[src/rtl/core/bavsg_pkg.sv]
`default_nettype none
// ----------------------------------------------------------------------------
// bavsg_pkg
// Shared constants, register codes and types for the block average silence
// gate.
// ----------------------------------------------------------------------------
package bavsg_pkg;

    localparam int BLOCK_MAX_DEF        = 4096;
    localparam int CHUNK_COUNT_BITS_DEF = 40;
    localparam int QUEUE_DEPTH          = 2;

    localparam int SAMPLE_W    = 32;
    localparam int THRESH_W    = 31;
    localparam int BFRAMES_W   = 13;
    localparam int DIVISOR_W   = 18;
    localparam int CHUNK_W     = 40;
    localparam int AVG_W       = 32;
    localparam int VERDICT_W   = 2;
    localparam int CFG_INDEX_W = 3;
    localparam int CFG_DATA_W  = 40;

    localparam logic [THRESH_W-1:0]  THRESHOLD_RST = 31'd30;
    localparam logic [BFRAMES_W-1:0] BFRAMES_RST   = 13'd1024;
    localparam logic [DIVISOR_W-1:0] DIVISOR_RST   = 18'd44100;
    localparam logic [CHUNK_W-1:0]   MIN_CHUNK_RST = 40'd44100;
    localparam logic [CHUNK_W-1:0]   MAX_CHUNK_RST = 40'd441000;

    // verdict bit positions
    localparam int VERDICT_SHORT = 0;
    localparam int VERDICT_LONG  = 1;

    typedef enum logic [CFG_INDEX_W-1:0] {
        CFG_THRESHOLD    = 3'd0,
        CFG_BLOCK_FRAMES = 3'd1,
        CFG_DIVISOR      = 3'd2,
        CFG_MIN_CHUNK    = 3'd3,
        CFG_MAX_CHUNK    = 3'd4
    } cfg_idx_t;

    typedef enum logic {
        ACT_SAMPLE = 1'b0,
        ACT_EOS    = 1'b1
    } action_t;

    typedef enum logic {
        KIND_BLOCK = 1'b0,
        KIND_CHUNK = 1'b1
    } kind_t;

    typedef struct packed {
        logic [THRESH_W-1:0]  threshold;
        logic [BFRAMES_W-1:0] block_frames;
        logic [DIVISOR_W-1:0] sample_divisor;
        logic [CHUNK_W-1:0]   min_chunk_frames;
        logic [CHUNK_W-1:0]   max_chunk_frames;
    } cfg_t;

    // command passed from front to back
    typedef struct packed {
        logic decide;
        logic eos;
    } cmd_flags_t;

endpackage
`default_nettype wire

[src/rtl/core/bavsg_div.sv]
`default_nettype none
// ----------------------------------------------------------------------------
// bavsg_div
// Restoring unsigned divider, one quotient bit per cycle. The quotient holds
// after done until the next start.
// ----------------------------------------------------------------------------
module bavsg_div #(
    parameter int DW = 32,
    parameter int VW = 18
) (
    input  logic          clk,
    input  logic          rst_n,
    input  logic          start,
    input  logic [DW-1:0] dividend,
    input  logic [VW-1:0] divisor,
    output logic          done,
    output logic [DW-1:0] quotient
);
    localparam int CNT_W = $clog2(DW + 1);

    logic [DW-1:0]    quo_reg, quo_next;
    logic [VW-1:0]    rem_reg, rem_next;
    logic [VW-1:0]    dvs_reg;
    logic [CNT_W-1:0] cnt_reg, cnt_next;
    logic             done_reg, done_next;
    logic [VW:0]      trial;
    logic             ge;

    always_comb
    begin
        trial     = {rem_reg, quo_reg[DW-1]};
        ge        = (trial >= {1'b0, dvs_reg});
        quo_next  = quo_reg;
        rem_next  = rem_reg;
        cnt_next  = cnt_reg;
        done_next = 1'b0;
        if (start)
        begin
            quo_next = dividend;
            rem_next = '0;
            cnt_next = CNT_W'(DW);
        end
        else if (cnt_reg != '0)
        begin
            quo_next  = {quo_reg[DW-2:0], ge};
            rem_next  = ge ? VW'(trial - {1'b0, dvs_reg}) : trial[VW-1:0];
            cnt_next  = cnt_reg - 1'b1;
            done_next = (cnt_reg == CNT_W'(1));
        end
    end

    always_ff @(posedge clk or negedge rst_n)
    begin
        if (!rst_n)
        begin
            cnt_reg  <= '0;
            done_reg <= 1'b0;
        end
        else
        begin
            cnt_reg  <= cnt_next;
            done_reg <= done_next;
        end
    end

    always_ff @(posedge clk)
    begin
        quo_reg <= quo_next;
        rem_reg <= rem_next;
        if (start)
        begin
            dvs_reg <= divisor;
        end
    end

    assign done     = done_reg;
    assign quotient = quo_reg;

endmodule
`default_nettype wire

[src/rtl/core/bavsg_front.sv]
`default_nettype none
// ----------------------------------------------------------------------------
// bavsg_front
// Accepts items, scales each sample by the divisor, gathers the block sum and
// frame count, and queues a decision or end-of-stream order for the back end.
// ----------------------------------------------------------------------------
module bavsg_front #(
    parameter int BLOCK_MAX = bavsg_pkg::BLOCK_MAX_DEF
) (
    input  logic                                clk,
    input  logic                                rst_n,
    input  bavsg_pkg::cfg_t                     cfg,
    input  logic                                in_valid,
    output logic                                in_ready,
    input  logic                                action,
    input  logic signed [bavsg_pkg::SAMPLE_W-1:0] sample,
    output logic                                q_push,
    input  logic                                q_full,
    output bavsg_pkg::cmd_flags_t               q_flags,
    output logic [32+$clog2(BLOCK_MAX)-1:0]     q_sum,
    output logic [$clog2(BLOCK_MAX+1)-1:0]      q_frames
);
    import bavsg_pkg::*;

    localparam int FRAME_W = $clog2(BLOCK_MAX + 1);
    localparam int SUM_W   = 32 + $clog2(BLOCK_MAX);
    localparam int LEN_W   = (BFRAMES_W > FRAME_W) ? BFRAMES_W : FRAME_W;

    typedef enum logic [2:0] {
        F_IDLE = 3'b001,
        F_DIV  = 3'b010,
        F_PUSH = 3'b100
    } fstate_t;

    fstate_t              state_reg, state_next;
    logic [SUM_W-1:0]     sum_reg, sum_next;
    logic [FRAME_W-1:0]   frames_reg, frames_next;
    cmd_flags_t           cmd_flags_reg, cmd_flags_next;
    logic [SUM_W-1:0]     cmd_sum_reg, cmd_sum_next;
    logic [FRAME_W-1:0]   cmd_frames_reg, cmd_frames_next;

    logic                 accept;
    logic [SAMPLE_W-1:0]  s_u;
    logic [SAMPLE_W-1:0]  mag;
    logic [DIVISOR_W-1:0] dvs;
    logic                 div_start;
    logic                 div_done;
    logic [SAMPLE_W-1:0]  quotient;
    logic [LEN_W-1:0]     blk;
    logic [LEN_W-1:0]     len;
    logic [SUM_W-1:0]     new_sum;
    logic [FRAME_W-1:0]   new_frames;
    logic                 full;

    assign in_ready  = (state_reg == F_IDLE);
    assign accept    = in_valid && in_ready;
    assign s_u       = $unsigned(sample);
    assign mag       = s_u[SAMPLE_W-1] ? (~s_u + SAMPLE_W'(1)) : s_u;
    assign dvs       = (cfg.sample_divisor == '0) ? DIVISOR_W'(1) : cfg.sample_divisor;
    assign div_start = accept && (action_t'(action) == ACT_SAMPLE);

    bavsg_div #(
        .DW (SAMPLE_W),
        .VW (DIVISOR_W)
    ) u_div (
        .clk      (clk),
        .rst_n    (rst_n),
        .start    (div_start),
        .dividend (mag),
        .divisor  (dvs),
        .done     (div_done),
        .quotient (quotient)
    );

    // zero length acts as one frame, oversize clamps to the block maximum
    always_comb
    begin
        blk = LEN_W'(cfg.block_frames);
        if (blk == '0)
        begin
            len = LEN_W'(1);
        end
        else if (blk > LEN_W'(BLOCK_MAX))
        begin
            len = LEN_W'(BLOCK_MAX);
        end
        else
        begin
            len = blk;
        end
    end

    assign new_sum    = sum_reg + SUM_W'(quotient);
    assign new_frames = frames_reg + FRAME_W'(1);
    assign full       = (LEN_W'(new_frames) >= len);

    always_comb
    begin
        state_next      = state_reg;
        sum_next        = sum_reg;
        frames_next     = frames_reg;
        cmd_flags_next  = cmd_flags_reg;
        cmd_sum_next    = cmd_sum_reg;
        cmd_frames_next = cmd_frames_reg;
        unique case (state_reg)
            F_IDLE:
            begin
                if (accept)
                begin
                    if (action_t'(action) == ACT_EOS)
                    begin
                        cmd_flags_next.decide = (frames_reg != '0);
                        cmd_flags_next.eos    = 1'b1;
                        cmd_sum_next          = sum_reg;
                        cmd_frames_next       = frames_reg;
                        sum_next              = '0;
                        frames_next           = '0;
                        state_next            = F_PUSH;
                    end
                    else
                    begin
                        state_next = F_DIV;
                    end
                end
            end
            F_DIV:
            begin
                if (div_done)
                begin
                    if (full)
                    begin
                        cmd_flags_next.decide = 1'b1;
                        cmd_flags_next.eos    = 1'b0;
                        cmd_sum_next          = new_sum;
                        cmd_frames_next       = new_frames;
                        sum_next              = '0;
                        frames_next           = '0;
                        state_next            = F_PUSH;
                    end
                    else
                    begin
                        sum_next    = new_sum;
                        frames_next = new_frames;
                        state_next  = F_IDLE;
                    end
                end
            end
            F_PUSH:
            begin
                if (!q_full)
                begin
                    state_next = F_IDLE;
                end
            end
            default:
            begin
                state_next = F_IDLE;
            end
        endcase
    end

    always_ff @(posedge clk or negedge rst_n)
    begin
        if (!rst_n)
        begin
            state_reg  <= F_IDLE;
            sum_reg    <= '0;
            frames_reg <= '0;
        end
        else
        begin
            state_reg  <= state_next;
            sum_reg    <= sum_next;
            frames_reg <= frames_next;
        end
    end

    always_ff @(posedge clk)
    begin
        cmd_flags_reg  <= cmd_flags_next;
        cmd_sum_reg    <= cmd_sum_next;
        cmd_frames_reg <= cmd_frames_next;
    end

    assign q_push   = (state_reg == F_PUSH) && !q_full;
    assign q_flags  = cmd_flags_reg;
    assign q_sum    = cmd_sum_reg;
    assign q_frames = cmd_frames_reg;

endmodule
`default_nettype wire

[src/rtl/core/bavsg_fifo.sv]
`default_nettype none
// ----------------------------------------------------------------------------
// bavsg_fifo
// Short order queue between the front and back ends.
// ----------------------------------------------------------------------------
module bavsg_fifo #(
    parameter int W     = 8,
    parameter int DEPTH = bavsg_pkg::QUEUE_DEPTH
) (
    input  logic         clk,
    input  logic         rst_n,
    input  logic         push,
    input  logic [W-1:0] din,
    output logic         full,
    input  logic         pop,
    output logic [W-1:0] dout,
    output logic         nonempty
);
    localparam int PTR_W = (DEPTH > 1) ? $clog2(DEPTH) : 1;
    localparam int CNT_W = $clog2(DEPTH + 1);

    logic [W-1:0]     mem [DEPTH];
    logic [PTR_W-1:0] wr_ptr_reg, wr_ptr_next;
    logic [PTR_W-1:0] rd_ptr_reg, rd_ptr_next;
    logic [CNT_W-1:0] cnt_reg, cnt_next;

    function automatic logic [PTR_W-1:0] ptr_inc(input logic [PTR_W-1:0] p);
        logic [PTR_W-1:0] r;
        if (p == PTR_W'(DEPTH - 1))
        begin
            r = '0;
        end
        else
        begin
            r = p + PTR_W'(1);
        end
        return r;
    endfunction

    assign full     = (cnt_reg == CNT_W'(DEPTH));
    assign nonempty = (cnt_reg != '0);
    assign dout     = mem[rd_ptr_reg];

    always_comb
    begin
        wr_ptr_next = push ? ptr_inc(wr_ptr_reg) : wr_ptr_reg;
        rd_ptr_next = pop ? ptr_inc(rd_ptr_reg) : rd_ptr_reg;
        cnt_next    = cnt_reg + CNT_W'(push) - CNT_W'(pop);
    end

    always_ff @(posedge clk or negedge rst_n)
    begin
        if (!rst_n)
        begin
            wr_ptr_reg <= '0;
            rd_ptr_reg <= '0;
            cnt_reg    <= '0;
        end
        else
        begin
            wr_ptr_reg <= wr_ptr_next;
            rd_ptr_reg <= rd_ptr_next;
            cnt_reg    <= cnt_next;
        end
    end

    always_ff @(posedge clk)
    begin
        if (push)
        begin
            mem[wr_ptr_reg] <= din;
        end
    end

endmodule
`default_nettype wire

[src/rtl/core/bavsg_back.sv]
`default_nettype none
// ----------------------------------------------------------------------------
// bavsg_back
// Takes queued orders, divides the block sum by its frame count, decides the
// block, tracks the open chunk and drives the result register.
// ----------------------------------------------------------------------------
module bavsg_back #(
    parameter int BLOCK_MAX        = bavsg_pkg::BLOCK_MAX_DEF,
    parameter int CHUNK_COUNT_BITS = bavsg_pkg::CHUNK_COUNT_BITS_DEF
) (
    input  logic                                clk,
    input  logic                                rst_n,
    input  bavsg_pkg::cfg_t                     cfg,
    input  logic                                q_valid,
    output logic                                q_pop,
    input  bavsg_pkg::cmd_flags_t               q_flags,
    input  logic [32+$clog2(BLOCK_MAX)-1:0]     q_sum,
    input  logic [$clog2(BLOCK_MAX+1)-1:0]      q_frames,
    output logic                                out_valid,
    input  logic                                out_ready,
    output logic                                kind,
    output logic                                block_noisy,
    output logic [bavsg_pkg::AVG_W-1:0]         block_average,
    output logic [bavsg_pkg::BFRAMES_W-1:0]     block_length,
    output logic [bavsg_pkg::CHUNK_W-1:0]       chunk_length,
    output logic [bavsg_pkg::VERDICT_W-1:0]     chunk_verdict,
    output logic                                last
);
    import bavsg_pkg::*;

    localparam int FRAME_W = $clog2(BLOCK_MAX + 1);
    localparam int SUM_W   = 32 + $clog2(BLOCK_MAX);
    localparam int CW      = CHUNK_COUNT_BITS;
    localparam int ADD_W   = ((CW > FRAME_W) ? CW : FRAME_W) + 1;
    localparam int CMP_W   = (CW > CHUNK_W) ? CW : CHUNK_W;
    localparam logic [CW-1:0] COUNT_MAX = '1;

    typedef enum logic [3:0] {
        B_IDLE  = 4'b0001,
        B_DIV   = 4'b0010,
        B_BLOCK = 4'b0100,
        B_CLOSE = 4'b1000
    } bstate_t;

    bstate_t              state_reg, state_next;
    logic                 eos_reg, eos_next;
    logic [FRAME_W-1:0]   n_reg, n_next;
    logic                 open_reg, open_next;
    logic [CW-1:0]        count_reg, count_next;

    logic                 out_valid_reg, out_valid_next;
    kind_t                kind_reg, kind_next;
    logic                 noisy_reg, noisy_next;
    logic [AVG_W-1:0]     avg_reg, avg_next;
    logic [BFRAMES_W-1:0] blen_reg, blen_next;
    logic [CHUNK_W-1:0]   clen_reg, clen_next;
    logic [VERDICT_W-1:0] verdict_reg, verdict_next;
    logic                 last_reg, last_next;

    logic                 div_start;
    logic                 div_done;
    logic [SUM_W-1:0]     quotient;
    logic [AVG_W-1:0]     avg;
    logic                 noisy;
    logic                 out_free;
    logic [CW-1:0]        base;
    logic [ADD_W-1:0]     add;
    logic [CW-1:0]        sat_count;
    logic [VERDICT_W-1:0] verdict;
    logic                 close_after;

    assign q_pop     = (state_reg == B_IDLE) && q_valid;
    assign div_start = q_pop && q_flags.decide;

    bavsg_div #(
        .DW (SUM_W),
        .VW (FRAME_W)
    ) u_div (
        .clk      (clk),
        .rst_n    (rst_n),
        .start    (div_start),
        .dividend (q_sum),
        .divisor  (q_frames),
        .done     (div_done),
        .quotient (quotient)
    );

    assign avg      = quotient[AVG_W-1:0];
    assign noisy    = (avg > {1'b0, cfg.threshold});
    assign out_free = !out_valid_reg || out_ready;

    // a closed chunk restarts from zero; the count saturates at all ones
    assign base      = open_reg ? count_reg : '0;
    assign add       = ADD_W'(base) + ADD_W'(n_reg);
    assign sat_count = (add > ADD_W'(COUNT_MAX)) ? COUNT_MAX : add[CW-1:0];

    always_comb
    begin
        verdict                = '0;
        verdict[VERDICT_SHORT] = (CMP_W'(count_reg) < CMP_W'(cfg.min_chunk_frames));
        verdict[VERDICT_LONG]  = (CMP_W'(count_reg) > CMP_W'(cfg.max_chunk_frames));
    end

    assign close_after = noisy ? eos_reg : open_reg;

    always_comb
    begin
        state_next     = state_reg;
        eos_next       = eos_reg;
        n_next         = n_reg;
        open_next      = open_reg;
        count_next     = count_reg;
        out_valid_next = out_valid_reg && !out_ready;
        kind_next      = kind_reg;
        noisy_next     = noisy_reg;
        avg_next       = avg_reg;
        blen_next      = blen_reg;
        clen_next      = clen_reg;
        verdict_next   = verdict_reg;
        last_next      = last_reg;
        unique case (state_reg)
            B_IDLE:
            begin
                if (q_valid)
                begin
                    eos_next = q_flags.eos;
                    n_next   = q_frames;
                    if (q_flags.decide)
                    begin
                        state_next = B_DIV;
                    end
                    else if (q_flags.eos && open_reg)
                    begin
                        state_next = B_CLOSE;
                    end
                end
            end
            B_DIV:
            begin
                if (div_done)
                begin
                    state_next = B_BLOCK;
                end
            end
            B_BLOCK:
            begin
                if (out_free)
                begin
                    out_valid_next = 1'b1;
                    kind_next      = KIND_BLOCK;
                    noisy_next     = noisy;
                    avg_next       = avg;
                    blen_next      = BFRAMES_W'(n_reg);
                    clen_next      = '0;
                    verdict_next   = '0;
                    last_next      = !close_after;
                    if (noisy)
                    begin
                        open_next  = 1'b1;
                        count_next = sat_count;
                    end
                    state_next = close_after ? B_CLOSE : B_IDLE;
                end
            end
            B_CLOSE:
            begin
                if (out_free)
                begin
                    out_valid_next = 1'b1;
                    kind_next      = KIND_CHUNK;
                    noisy_next     = 1'b0;
                    avg_next       = '0;
                    blen_next      = '0;
                    clen_next      = CHUNK_W'(count_reg);
                    verdict_next   = verdict;
                    last_next      = 1'b1;
                    open_next      = 1'b0;
                    count_next     = '0;
                    state_next     = B_IDLE;
                end
            end
            default:
            begin
                state_next = B_IDLE;
            end
        endcase
    end

    always_ff @(posedge clk or negedge rst_n)
    begin
        if (!rst_n)
        begin
            state_reg     <= B_IDLE;
            open_reg      <= 1'b1;
            count_reg     <= '0;
            out_valid_reg <= 1'b0;
        end
        else
        begin
            state_reg     <= state_next;
            open_reg      <= open_next;
            count_reg     <= count_next;
            out_valid_reg <= out_valid_next;
        end
    end

    always_ff @(posedge clk)
    begin
        eos_reg     <= eos_next;
        n_reg       <= n_next;
        kind_reg    <= kind_next;
        noisy_reg   <= noisy_next;
        avg_reg     <= avg_next;
        blen_reg    <= blen_next;
        clen_reg    <= clen_next;
        verdict_reg <= verdict_next;
        last_reg    <= last_next;
    end

    assign out_valid     = out_valid_reg;
    assign kind          = kind_reg;
    assign block_noisy   = noisy_reg;
    assign block_average = avg_reg;
    assign block_length  = blen_reg;
    assign chunk_length  = clen_reg;
    assign chunk_verdict = verdict_reg;
    assign last          = last_reg;

endmodule
`default_nettype wire

[src/rtl/core/block_average_silence_gate.sv]
`default_nettype none
// Each sample passes through a 32-step sample divider before the next one is taken;
// a finished block is then queued as an order for the mean divider, which divides its sum.
// The mean divider works on one block at a time, so with block_frames of 1 input is
// paced by the mean divider once the order queue is full.
// Reset (rst_n low, asynchronous): registers to defaults, counters cleared, queue
// emptied, an empty chunk open, no result pending.
// ----------------------------------------------------------------------------
// block_average_silence_gate
// Energy-based silence gate: block means of scaled sample magnitudes open,
// extend and close chunks of noisy audio.
// ----------------------------------------------------------------------------
module block_average_silence_gate #(
    parameter int BLOCK_MAX        = bavsg_pkg::BLOCK_MAX_DEF,
    parameter int CHUNK_COUNT_BITS = bavsg_pkg::CHUNK_COUNT_BITS_DEF
) (
    input  logic                                  clk,
    input  logic                                  rst_n,
    input  logic                                  cfg_valid,
    output logic                                  cfg_ready,
    input  logic [bavsg_pkg::CFG_INDEX_W-1:0]     cfg_index,
    input  logic [bavsg_pkg::CFG_DATA_W-1:0]      cfg_data,
    input  logic                                  in_valid,
    output logic                                  in_ready,
    input  logic                                  action,
    input  logic signed [bavsg_pkg::SAMPLE_W-1:0] sample,
    output logic                                  out_valid,
    input  logic                                  out_ready,
    output logic                                  kind,
    output logic                                  block_noisy,
    output logic [bavsg_pkg::AVG_W-1:0]           block_average,
    output logic [bavsg_pkg::BFRAMES_W-1:0]       block_length,
    output logic [bavsg_pkg::CHUNK_W-1:0]         chunk_length,
    output logic [bavsg_pkg::VERDICT_W-1:0]       chunk_verdict,
    output logic                                  last
);
    import bavsg_pkg::*;

    localparam int FRAME_W = $clog2(BLOCK_MAX + 1);
    localparam int SUM_W   = 32 + $clog2(BLOCK_MAX);
    localparam int Q_W     = $bits(cmd_flags_t) + SUM_W + FRAME_W;

    cfg_t               cfg_reg, cfg_next;
    logic               q_push;
    logic               q_full;
    logic               q_pop;
    logic               q_nonempty;
    cmd_flags_t         f_flags, b_flags;
    logic [SUM_W-1:0]   f_sum, b_sum;
    logic [FRAME_W-1:0] f_frames, b_frames;
    logic [Q_W-1:0]     q_din, q_dout;

    assign cfg_ready = 1'b1;

    always_comb
    begin
        cfg_next = cfg_reg;
        if (cfg_valid)
        begin
            unique case (cfg_idx_t'(cfg_index))
                CFG_THRESHOLD:    cfg_next.threshold        = cfg_data[THRESH_W-1:0];
                CFG_BLOCK_FRAMES: cfg_next.block_frames     = cfg_data[BFRAMES_W-1:0];
                CFG_DIVISOR:      cfg_next.sample_divisor   = cfg_data[DIVISOR_W-1:0];
                CFG_MIN_CHUNK:    cfg_next.min_chunk_frames = cfg_data[CHUNK_W-1:0];
                CFG_MAX_CHUNK:    cfg_next.max_chunk_frames = cfg_data[CHUNK_W-1:0];
                default:          cfg_next = cfg_reg;
            endcase
        end
    end

    always_ff @(posedge clk or negedge rst_n)
    begin
        if (!rst_n)
        begin
            cfg_reg.threshold        <= THRESHOLD_RST;
            cfg_reg.block_frames     <= BFRAMES_RST;
            cfg_reg.sample_divisor   <= DIVISOR_RST;
            cfg_reg.min_chunk_frames <= MIN_CHUNK_RST;
            cfg_reg.max_chunk_frames <= MAX_CHUNK_RST;
        end
        else
        begin
            cfg_reg <= cfg_next;
        end
    end

    bavsg_front #(
        .BLOCK_MAX (BLOCK_MAX)
    ) u_front (
        .clk      (clk),
        .rst_n    (rst_n),
        .cfg      (cfg_reg),
        .in_valid (in_valid),
        .in_ready (in_ready),
        .action   (action),
        .sample   (sample),
        .q_push   (q_push),
        .q_full   (q_full),
        .q_flags  (f_flags),
        .q_sum    (f_sum),
        .q_frames (f_frames)
    );

    assign q_din = {f_flags, f_sum, f_frames};

    bavsg_fifo #(
        .W     (Q_W),
        .DEPTH (QUEUE_DEPTH)
    ) u_fifo (
        .clk      (clk),
        .rst_n    (rst_n),
        .push     (q_push),
        .din      (q_din),
        .full     (q_full),
        .pop      (q_pop),
        .dout     (q_dout),
        .nonempty (q_nonempty)
    );

    assign {b_flags, b_sum, b_frames} = q_dout;

    bavsg_back #(
        .BLOCK_MAX        (BLOCK_MAX),
        .CHUNK_COUNT_BITS (CHUNK_COUNT_BITS)
    ) u_back (
        .clk           (clk),
        .rst_n         (rst_n),
        .cfg           (cfg_reg),
        .q_valid       (q_nonempty),
        .q_pop         (q_pop),
        .q_flags       (b_flags),
        .q_sum         (b_sum),
        .q_frames      (b_frames),
        .out_valid     (out_valid),
        .out_ready     (out_ready),
        .kind          (kind),
        .block_noisy   (block_noisy),
        .block_average (block_average),
        .block_length  (block_length),
        .chunk_length  (chunk_length),
        .chunk_verdict (chunk_verdict),
        .last          (last)
    );

endmodule
`default_nettype wire

[config.mk]
export PLATFORM = sky130hd
export DESIGN_NAME = block_average_silence_gate
export DESIGN_NICKNAME = d
export VERILOG_FILES = /design/src/rtl/core/bavsg_pkg.sv /design/src/rtl/core/bavsg_div.sv /design/src/rtl/core/bavsg_front.sv /design/src/rtl/core/bavsg_fifo.sv /design/src/rtl/core/bavsg_back.sv /design/src/rtl/core/block_average_silence_gate.sv
export SDC_FILE = /design/constraint.sdc
export NUM_CORES = 1
export LEC_CHECK = 0
export ABC_CLOCK_PERIOD_IN_PS = 6680
export BUFFER_PORTS_ARGS = -buffer_cell sky130_fd_sc_hd__clkbuf_2
export CAP_MARGIN = 20
export CORE_MARGIN = 4
export CORE_UTILIZATION = 47
export CTS_CLUSTER_SIZE = 24
export DETAILED_ROUTE_END_ITERATION = 16
export PLACE_DENSITY = 0.66
export SLEW_MARGIN = 20
export SYNTH_ARGS = -nofsm -noshare
export SYNTH_HDL_FRONTEND = slang
export SYNTH_SLANG_ARGS = --single-unit
[constraint.sdc]
create_clock -name clk -period 6.68 [get_ports clk]
set_clock_uncertainty 0.05 [all_clocks]
set_input_delay 0.334 -clock clk [delete_from_list [all_inputs] [get_ports clk]]
set_output_delay 0.334 -clock clk [all_outputs]
set_load 0.01 [all_outputs]
==> results of run 1 <==
-- placed cells by master, fill, tap and decap left out, types with 10 or more instances in the layout --
cell type | netlist | layout
edfxtp_1 | 388 | 388
nand2_1 | 376 | 374
o21ai_0 | 348 | 348
dfrtp_1 | 236 | 235
ha_1 | 208 | 208
inv_1 | 188 | 187
clkbuf_2 | 0 | 171
a21oi_1 | 151 | 149
nor2_1 | 152 | 148
mux2_2 | 86 | 86
clkbuf_16 | 0 | 75
nor2b_1 | 70 | 70
xor2_1 | 66 | 66
xnor2_1 | 64 | 64
a21o_1 | 64 | 64
and2_1 | 62 | 62
mux2i_1 | 59 | 59
nand4_1 | 55 | 55
nand3_1 | 42 | 40
dfxtp_1 | 31 | 31
dfstp_2 | 30 | 30
dlygate4sd3_1 | 0 | 28
nor3_1 | 27 | 25
buf_4 | 1 | 25
a211oi_1 | 24 | 24
and3_1 | 23 | 23
nand2b_1 | 23 | 23
clkbuf_1 | 136 | 21
a31oi_1 | 20 | 20
o31ai_1 | 20 | 20
o21a_1 | 19 | 19
nor4_1 | 14 | 14
o211ai_1 | 14 | 14
a22o_1 | 12 | 12
bufinv_16 | 0 | 10
-- area by class of cell --
class | instances | area, um2 | share of cell area
Antenna cell | 2 | 5.00 | 0.000128
Clock buffer | 101 | 2020 | 0.0517
Clock inverter | 37 | 498 | 0.0127
Inverter | 190 | 713 | 0.0182
Multi-Input combinational cell | 2148 | 14400 | 0.367
Sequential cell | 685 | 19000 | 0.485
Tap cell | 959 | 1200 | 0.0307
Timing Repair Buffer | 227 | 1390 | 0.0354
-- per-stage QoR --
step                      hold slack (ns)  utilization  cell area (um2)  worst slack, ns  cells
after floorplan                   -0.0116            -            34500            0.702   3173
after global placement              0.373        0.499            36300             2.21   4180
after detailed placement            0.381        0.499            36300             2.13   4181
after CTS                         0.00830        0.537            39100             2.09   4347
after global routing               0.0235        0.537            39100             1.67   4347
final                              0.0383        0.537            39100             2.03   4349
-- cells by family (layout without fill, tap and decap cells) --
logic type	count (synthesis)	count (layout)
buf+inv	340	555
flops	685	685
xor+xnor	130	130
compound gates	761	761
fa+ha+maj	212	212
simple gates	899	899
other cells	1	3
mux	145	145
-- layer usage --
metal  GRT usage  up-vias  part of all wire
li1            -    11700                 -
met1       0.295    11200              0.46
met4      0.0668        0             0.030
met5           0        -                 0
met3      0.0338      137             0.055
met2       0.328      588              0.45
-- power by group through the flow --
stage | clock, W | combinational [W] | sequential (W)
2_1_floorplan | 0 | 0.00355 | 0.00625
3_3_place_gp | 0 | 0.00461 | 0.00651
3_5_place_dp | 0 | 0.00469 | 0.00654
4_1_cts | 0.00433 | 0.00474 | 0.00646
5_1_grt | 0.00452 | 0.00537 | 0.00657
6_report | 0.00424 | 0.00472 | 0.00646
-- worst max-delay path by stage --
stage	start	end	slack, ns
CTS	u_back.open_reg	u_back.count_reg[27]	2.09
finish	u_back.open_reg	u_back.count_reg[27]	2.03
floorplan	u_front.frames_reg[2]	u_front.q_flags[0]	0.70
global route	u_front.frames_reg[2]	u_front.q_frames[9]	1.67
global placement	u_back.open_reg	u_back.count_reg[22]	2.21
detailed placement	u_back.open_reg	u_back.count_reg[27]	2.13
-- tightest hold or removal path, cell delays in order --
cell,delay [ns]
clkbuf_2,0.19
nand2_1,0.07
o21ai_0,0.07
==> flow_metrics.env, run 1 <==
export IMPL_tritoncts="yes"
export IMPL_cts_resized_gates=0
export IMPL_maxCapViolCount=0
export IMPL_synthMuxAreaShare=0.0452
export IMPL_row_count=99
export IMPL_synthArstFlopShare=0.388
export IMPL_layout_drive_gt1_share=0.140
export IMPL_hold_violations=0
export IMPL_ir_drop_uv=217
export IMPL_drc=0
export IMPL_clock_latency_ns=0.61
export IMPL_clk_pin_slew_ns=0.06
export IMPL_slew_viol_final=0
export IMPL_wl_mm=81.0
export IMPL_worstReg2RegEnd="u_back.count_reg[27]"
export IMPL_synth_seq_cells=685
export IMPL_synth_yosys_seq_area_share=0.550
export IMPL_die_area_um2=77800
export IMPL_fillers=6367
export IMPL_synth_compound_area_frac=0.132
export IMPL_syn_nets=3466
export IMPL_grt_pass1_vias=23000
export IMPL_track_usage=0.207
export IMPL_cts_sinks=685
export IMPL_synth_top_area_frac=0.338
export IMPL_p_switching_w=0.00519
export IMPL_grt_antenna_before_repair=0
export IMPL_holdCritStartpoint="cfg_data[14]"
export IMPL_seqPwrFrac=0.419
export IMPL_synth_top_cell_by_area="edfxtp_1"
export IMPL_synth_most_common_cell="edfxtp_1"
export IMPL_grt_max_degree=166
export IMPL_gr_total_overflow=0
export IMPL_rsz0062_at_grt="false"
export IMPL_required_ns=7.16
export IMPL_combPwrFrac=0.306
export IMPL_start_util=0.474
export IMPL_hold_end="cfg_reg[14]"
export IMPL_die_x_um=279
export IMPL_largest_reg_flops=142
export IMPL_power_density_nw_per_um2=394
export IMPL_cp_common_cell="nor2_1"
export IMPL_h_tree_depth=3
export IMPL_synth_area_um2=34500
export IMPL_cp_cell_sequence="and2_1 > ha_1 > inv_1 > fa_1 > nor2b_1 > o21ai_0 > a21boi_0 > o31a_1 > a31o_2 > nand4_1 > or3_1 > nor2_1 > nor2_1 > a21oi_1"
export IMPL_fin_crit_sh=0.697
export IMPL_reg2reg_slack_ns=2.03
export IMPL_max_freq_mhz=215
export IMPL_status="finished, final reports clean"
export IMPL_synthTopCellsByArea="edfxtp_1 34%, dfrtp_1 17%, ha_1 7.5%"
export IMPL_dieHeight_um=279
export IMPL_synth_edff_count=388
export IMPL_synth_top_family_by_area="compound AO/OA/AOI/OAI gates"
export IMPL_p_int_w=0.0102
export IMPL_root_buffer="clkbuf_16"
export IMPL_drt_first_iter_violations=1709
export IMPL_critPathArrivalTime_ns=5.14
export IMPL_synthXorXnorAreaFrac=0.0330
export IMPL_synthSimpleGateAreaFrac=0.125
export IMPL_synthAdderAreaFrac=0.0778
export IMPL_finalSetupViolCount=0
export IMPL_numCtsBuffers=74
export IMPL_synth_cell_types=74
export IMPL_ant_nets=0
export IMPL_critPathBufInv=1
export IMPL_hold_class="input pin to flip-flop"
export IMPL_swShare=0.336
export IMPL_synthCells=3173
export IMPL_r2r_cells=14
export IMPL_cp_max_fo=13
export IMPL_start_kind="flip-flop"
export IMPL_clock_power_share=0.275
export IMPL_num_vias=23600
export IMPL_postCtsHoldBufs=28
export IMPL_nets=3619
export IMPL_portBuffers=172
export IMPL_crit_family="simple AND/OR/NAND/NOR gates"
export IMPL_critical_path_max_stage_delay_ns=0.79
export IMPL_grt_first_pass_wirelength_mm=129
export IMPL_setup_tns_ns=0
export IMPL_core_um2=72800
export IMPL_gp_congestion=0.842
export IMPL_firstDrtPassIters=5
export IMPL_via_per_inst=5.43
export IMPL_routedWlPerCell_um=18.6
export IMPL_ios=174
export IMPL_clk_path_buf_depth=3
export IMPL_crit_slowest_cell="nor2_1"
export IMPL_ys_warn_count=0
export IMPL_avgSynthCellArea_um2=10.9
export IMPL_areaGrowthSynthToFinish_pct=13.5
export IMPL_maxSlewHeadroom=0.318
export IMPL_post_cts_buffers=0
export IMPL_synthTopCellsByCount="388 x edfxtp_1, 376 x nand2_1, 348 x o21ai_0"
export IMPL_p_total_w=0.0154
export IMPL_critPathKind="flip-flop to flip-flop"
export IMPL_end_kind="flip-flop"
export IMPL_period_minus_slack_ns=4.65
export IMPL_crit_cells=14
export IMPL_dpl_hpwl_mm=56.6
export IMPL_p_leak_nw=16.8
export IMPL_worst_slew_pin_transition_ns=1.02
export IMPL_hold_path_depth=3
export IMPL_r2r_start="u_back.open_reg"
export IMPL_synth_main_ff_cell="edfxtp_1"
No activity file was read; power rests on OpenSTA's default activity.
==> run 2: changes to the inputs <==
Settings changed: ABC_AREA set to 1, ABC_CLOCK_PERIOD_IN_PS 6680 to 4700, PLACE_DENSITY 0.66 to unset.
Clock period 6.68 ns to 4.7 ns, I/O delays scaled along.
==> run 2 against run 1 <==
  * Cell count grew 26%
  * Core utilization increased by 0.26 points
  * Register-to-register slack lost 1.1 ns
  * Hold slack got worse by 0.018 ns
  * Setup slack got worse by 1.1 ns
  * Critical path depth is 2 higher
  * Final area up 5.3%
  * Sequential share of layout area shrank 2.4 points
  * Sequential cell count is the same
  * Total power up 60%
  * Highest routed layer unchanged
==> flow_metrics.env, run 2 <==
export IMPL_grt_antenna_before_repair=1
export IMPL_synth_most_common_cell="nand2_1"
export IMPL_dieHeight_um=286
export IMPL_areaGrowthSynthToFinish_pct=13.2
export IMPL_cts_sinks=685
export IMPL_reg2reg_slack_ns=0.91
export IMPL_dpl_hpwl_mm=71.1
export IMPL_tritoncts="yes"
export IMPL_syn_nets=4498
export IMPL_final_cell_mix="1069 x nand2_1, 566 x inv_1, 388 x edfxtp_1"
export IMPL_grt_first_pass_wirelength_mm=152
export IMPL_avgSynthCellArea_um2=8.66
export IMPL_wl_mm=96.6
export IMPL_routedWlPerCell_um=17.6
export IMPL_synth_top_cell_by_area="edfxtp_1"
export IMPL_ys_warn_count=0
export IMPL_numCtsBuffers=74
export IMPL_slew_viol_final=0
export IMPL_worst_slew_pin_transition_ns=1.01
export IMPL_root_buffer="clkbuf_16"
export IMPL_nets=4692
export IMPL_crit_family="simple AND/OR/NAND/NOR gates"
export IMPL_cp_cell_sequence="ha_1 > nand4_1 > nor2_1 > nand3_1 > nor2_1 > nand3_1 > xor2_1 > ha_1 > a21oi_1 > o21ai_0 > a21oi_1 > nand3_1 > nor2_2 > buf_4 > nand2_1 > o22ai_1"
export IMPL_rsz0062_at_grt="false"
export IMPL_maxCapViolCount=0
export IMPL_start_kind="flip-flop"
export IMPL_worstSetupEndpoint="u_front.frames_reg[4]"
export IMPL_max_freq_mhz=264
export IMPL_hold_class="input pin to flip-flop"
export IMPL_critical_path_max_stage_delay_ns=0.42
export IMPL_cp_max_fo=11
export IMPL_synth_edff_count=388
export IMPL_die_x_um=286
export IMPL_track_usage=0.234
export IMPL_required_ns=5.14
export IMPL_critPathKind="flip-flop to flip-flop"
export IMPL_hold_violations=0
export IMPL_crit_slowest_cell="dfrtp_1"
export IMPL_end_kind="flip-flop"
export IMPL_worstReg2RegEnd="u_front.frames_reg[4]"
export IMPL_portBuffers=172
export IMPL_synthArstFlopShare=0.388
export IMPL_gr_total_overflow=0
export IMPL_synthTopCellsByArea="edfxtp_1 32%, dfrtp_1 16%, nand2_1 11%"
export IMPL_grt_max_degree=97
export IMPL_ant_nets=0
export IMPL_setup_tns_ns=0
export IMPL_layout_drive_gt1_share=0.0875
export IMPL_synth_cell_types=54
export IMPL_synth_seq_cells=685
export IMPL_ios=174
export IMPL_period_minus_slack_ns=3.79
export IMPL_finalSetupViolCount=0
export IMPL_synth_yosys_seq_area_share=0.521
export IMPL_row_count=101
export IMPL_drt_first_iter_violations=2370
export IMPL_clk_path_buf_depth=3
export IMPL_start_util=0.477
export IMPL_maxSlewHeadroom=0.328
export IMPL_clk_pin_slew_ns=0.06
export IMPL_grt_pass1_vias=27100
export IMPL_r2r_start="u_front.frames_reg[0]"
export IMPL_p_leak_nw=18.9
export IMPL_crit_cells=16
export IMPL_synth_main_ff_cell="edfxtp_1"
export IMPL_critPathArrivalTime_ns=4.23
export IMPL_h_tree_depth=3
export IMPL_cts_resized_gates=0
export IMPL_synthTopCellsByCount="1071 x nand2_1, 568 x inv_1, 388 x edfxtp_1"
export IMPL_synthCells=4205
export IMPL_synth_top_area_frac=0.320
export IMPL_worst_hold_slack_ns=0.0203
export IMPL_clock_latency_ns=0.61
export IMPL_power_density_nw_per_um2=598
export IMPL_num_vias=28400
export IMPL_die_area_um2=82000
export IMPL_via_per_inst=5.18
export IMPL_final_common_cell="nand2_1"
export IMPL_gp_congestion=0.927
export IMPL_core_um2=76300
export IMPL_ir_drop_uv=279
export IMPL_largest_reg_flops=142
export IMPL_r2r_cells=16
export IMPL_startpoint="u_front.frames_reg[0]"
export IMPL_synth_area_um2=36400
export IMPL_status="finished, final reports clean"
export IMPL_critPathBufInv=1
export IMPL_drc=0
export IMPL_fin_crit_sh=0.806
export IMPL_firstDrtPassIters=6
export IMPL_cp_common_cell="nand3_1"
-- run 2: cell count changes after synthesis, moves of 36 or more --
cell | previous run | this run
and2_1 | 62 | 0
mux2_2 | 86 | 0
nand2_1 | 376 | 1071
nand3_1 | 42 | 204
a21o_1 | 64 | 15
a21oi_1 | 151 | 187
nor2b_1 | 70 | 0
nor2_1 | 152 | 365
mux2i_1 | 59 | 0
inv_1 | 188 | 568
-- run 2: kinds of logic after synthesis --
group	share of synthesized area
compound gates	0.103
xor+xnor	0.0212
fa+ha+maj	0.0736
buf+inv	0.0750
flops	0.521
other cells	0.000103
simple gates	0.206
-- run 2: through the flow --
stage          instances  total power, W  instance area [um2]  utilization  setup slack [ns]
2_1_floorplan       4205          0.0162                36400            -             0.274
3_3_place_gp        5302          0.0189                38400        0.503             0.947
3_5_place_dp        5302          0.0190                38400        0.503             0.902
4_1_cts             5486          0.0248                41200        0.540             0.908
5_1_grt             5487          0.0266                41200        0.540             0.470
6_report            5488          0.0247                41200        0.540             0.910
-- run 2: routing by layer --
layer  global-route usage  routed length, um
met2                0.385              44400
met4               0.0640               2570
met5                    0                  0
met3               0.0324               4830
met1                0.329              44800
-- run 2: final cells by class --
class                   instances  area, um2
diodes                          1       2.50
flip-flops and latches        685      19000
clock buffers                 105       2090
well taps                    1030       1290
fillers                      7106      35100
clock inverters                29        249
inverters                     574       2150
repair buffers                258       1670
multi-input cells            2806      14800
-- run 2: worst min path at each step --
stage / startpoint / endpoint / slack, ns / cells after the start
4_1_cts: sample[13] / u_front.u_div.quotient[13] / 0.002 / 3
2_1_floorplan: rst_n / cfg_reg[0] / -0.11 / 0
5_1_grt: cfg_data[14] / cfg_reg[14] / 0.01 / 3
6_report: cfg_data[6] / cfg_reg[117] / 0.02 / 3
3_5_place_dp: rst_n / cfg_reg[83] / 0.26 / 1
3_3_place_gp: rst_n / cfg_reg[83] / 0.26 / 1
-- run 2: power breakdown --
group	total, W	internal (W)	leakage [nW]	switching, W
registers	0.00995	0.00868	7.32	0.00126
logic	0.00907	0.00314	10.4	0.00592
clock network	0.00565	0.00327	1.14	0.00237
total	0.0247	0.0151	18.9	0.00956
-- run 2: worst register-to-register path: stages, from the launching register on --
cell	delay, ns
dfrtp_1	0.42
ha_1	0.23
nand4_1	0.15
nor2_1	0.17
nand3_1	0.14
nor2_1	0.17
nand3_1	0.10
xor2_1	0.22
ha_1	0.30
a21oi_1	0.14
o21ai_0	0.08
a21oi_1	0.12
nand3_1	0.34
nor2_2	0.27
buf_4	0.21
nand2_1	0.34
o22ai_1	0.26
-- run 2: repair_timing --
| action | CTS | global route |
|---|---|---|
| setup endpoints to repair | 0 | 0 |
| hold buffers | 50 | 0 |
| endpoints found under the hold margin | 175 | 0 |
| setup buffers | 0 | 0 |
==> run 3: changes to the inputs <==
Settings changed: ABC_CLOCK_PERIOD_IN_PS 4700 to 3800.
Clock period 4.7 ns to 3.8 ns, I/O delays scaled along.
==> run 3 against run 2 <==
  * Register-to-register slack got worse by 0.51 ns
  * Clock power up 38%
  * Final area is 1.6% higher
  * Fmax up 12%
  * Clock-buffer cell count decreased by 2
  * Sequential share of layout area shrank 0.72 points
  * Critical path depth is 1 lower
  * Critical path type unchanged
  * Combinational power increased by 26%
  * Core utilization is 0.86 points higher
  * Sequential cell count unchanged
==> flow_metrics.env, run 3 (synthesis results as in run 2) <==
export IMPL_layout_drive_gt1_share=0.0926
export IMPL_via_per_inst=5.19
export IMPL_reg2reg_slack_ns=0.40
export IMPL_track_usage=0.240
export IMPL_clk_pin_slew_ns=0.06
export IMPL_slew_viol_final=0
export IMPL_grt_max_degree=99
export IMPL_maxSlewHeadroom=0.352
export IMPL_post_cts_buffers=0
export IMPL_start_util=0.477
export IMPL_startpoint="u_back.open_reg"
export IMPL_fillers=7076
export IMPL_firstDrtPassIters=5
export IMPL_drt_first_iter_violations=2353
export IMPL_diodes=0
export IMPL_hold_class="input pin to flip-flop"
export IMPL_tritoncts="yes"
export IMPL_drc=0
export IMPL_root_buffer="clkbuf_16"
export IMPL_die_x_um=286
export IMPL_critPathKind="flip-flop to flip-flop"
export IMPL_cp_common_cell="nand2_1"
export IMPL_clk_path_buf_depth=3
export IMPL_end_kind="flip-flop"
export IMPL_ir_drop_uv=406
export IMPL_ios=174
export IMPL_die_area_um2=82000
export IMPL_largest_reg_flops=142
export IMPL_period_minus_slack_ns=3.40
export IMPL_core_um2=76300
export IMPL_start_kind="flip-flop"
export IMPL_row_count=101
export IMPL_crit_slowest_cell="dfstp_2"
export IMPL_critPathArrivalTime_ns=3.86
export IMPL_ant_nets=0
export IMPL_areaGrowthSynthToFinish_pct=15.0
export IMPL_num_vias=28700
export IMPL_placed_cells=5312
export IMPL_maxCapViolCount=0
export IMPL_hold_violations=0
export IMPL_cp_max_fo=21
export IMPL_worstSetupEndpoint="u_back.count_reg[15]"
export IMPL_worst_slew_pin_transition_ns=0.968
export IMPL_grt_pass1_vias=27900
export IMPL_h_tree_depth=3
export IMPL_dpl_hpwl_mm=72.1
export IMPL_max_freq_mhz=294
export IMPL_portBuffers=172
export IMPL_finalSetupViolCount=0
export IMPL_grt_first_pass_wirelength_mm=156
export IMPL_nets=4722
export IMPL_worstReg2RegEnd="u_back.count_reg[15]"
export IMPL_routedWlPerCell_um=17.8
export IMPL_r2r_cells=15
export IMPL_fin_crit_sh=0.894
export IMPL_critPathBufInv=3
export IMPL_status="finished, final reports clean"
export IMPL_dieHeight_um=286
export IMPL_final_cell_count_no_fill=5524
export IMPL_numCtsBuffers=78
export IMPL_cts_sinks=685
export IMPL_critical_path_max_stage_delay_ns=0.70
export IMPL_final_common_cell="nand2_1"
export IMPL_grt_antenna_before_repair=1
export IMPL_wl_mm=98.1
export IMPL_crit_family="simple AND/OR/NAND/NOR gates"
export IMPL_final_cell_mix="1068 x nand2_1, 566 x inv_1, 388 x edfxtp_1"
export IMPL_crit_cells=15
export IMPL_gr_total_overflow=0
export IMPL_gp_congestion=0.949
export IMPL_power_density_nw_per_um2=752
export IMPL_cp_cell_sequence="nand2_1 > inv_1 > ha_1 > inv_1 > fa_1 > nand3b_1 > nand2_1 > a21o_1 > nand2_1 > nand2_1 > nand3_4 > buf_12 > a21oi_1 > nand2_1 > o21ai_0"
export IMPL_p_leak_nw=19.2
export IMPL_clock_latency_ns=0.63
export IMPL_setup_tns_ns=0
export IMPL_rsz0062_at_grt="false"
export IMPL_r2r_start="u_back.open_reg"
export IMPL_required_ns=4.27
-- run 3: cell count changes in the layout (fill, tap and decap cells not counted), sizes merged --
cell / change
bufinv: +6
diode: -1
clkbuf: -2
inv: +2
dlygate4sd3: +16
clkinv: +1
buf: +10
clkinvlp: +4
-- run 3: where the power goes --
part	switching, W	internal (W)	leakage [nW]
Clock	0.00310	0.00467	1.28
Combinational	0.00741	0.00401	10.6
Sequential	0.00158	0.0107	7.32
-- run 3: timing repair --
item | CTS | global route
setup endpoints to repair | 0 | 96
resized for setup | 0 | 3
endpoints found under the hold margin | 214 | 0
hold buffers | 66 | 0
-- run 3: routing by layer --
layer / vias to the layer above / share of wire / GRT usage
met1: 13400 / 0.45 / 0.333
met2: 732 / 0.46 / 0.390
met5: - / 0 / 0
met4: 0 / 0.036 / 0.0798
met3: 192 / 0.054 / 0.0346
li1: 14400 / - / -
-- run 3: worst min path at each step --
stage                          start                          to  slack (ns)  cells past startpoint
after floorplan                rst_n                  cfg_reg[0]       -0.16                      0
after global placement         rst_n                 cfg_reg[83]        0.24                      1
after detailed placement       rst_n                 cfg_reg[83]        0.23                      1
after CTS                  sample[1]   u_front.u_div.quotient[1]      0.0003                      5
after global routing      sample[11]  u_front.u_div.quotient[11]        0.03                      4
final                      sample[1]   u_front.u_div.quotient[1]        0.03                      5
-- run 3: layout make-up --
| cell class | count | area (um2) | area share |
|---|---|---|---|
| tap | 1030 | 1290 | 0.0308 |
| timing repair buffer | 284 | 2010 | 0.0479 |
| clock buffer | 103 | 2180 | 0.0521 |
| multi-input combinational | 2806 | 14800 | 0.354 |
| clock inverter | 42 | 475 | 0.0114 |
| inverter | 574 | 2150 | 0.0515 |
| sequential | 685 | 19000 | 0.453 |
-- run 3: stage by stage --
stage / total power [W] / hold WS, ns / cell area, um2 / worst slack [ns] / utilization
2_1_floorplan: 0.0200 / -0.156 / 36400 / 0.0557 / -
3_3_place_gp: 0.0236 / 0.237 / 38500 / 0.386 / 0.505
3_5_place_dp: 0.0238 / 0.226 / 38500 / 0.299 / 0.505
4_1_cts: 0.0317 / 0.000261 / 41900 / 0.255 / 0.548
5_1_grt: 0.0339 / 0.0319 / 41900 / 0.0203 / 0.549
6_report: 0.0315 / 0.0255 / 41900 / 0.402 / 0.549
-- run 3: worst min-delay path, cell delays in order --
cell      delay (ns)
clkbuf_2        0.07
inv_1           0.05
nand2_1         0.06
o21ai_0         0.07
o21ai_0         0.14
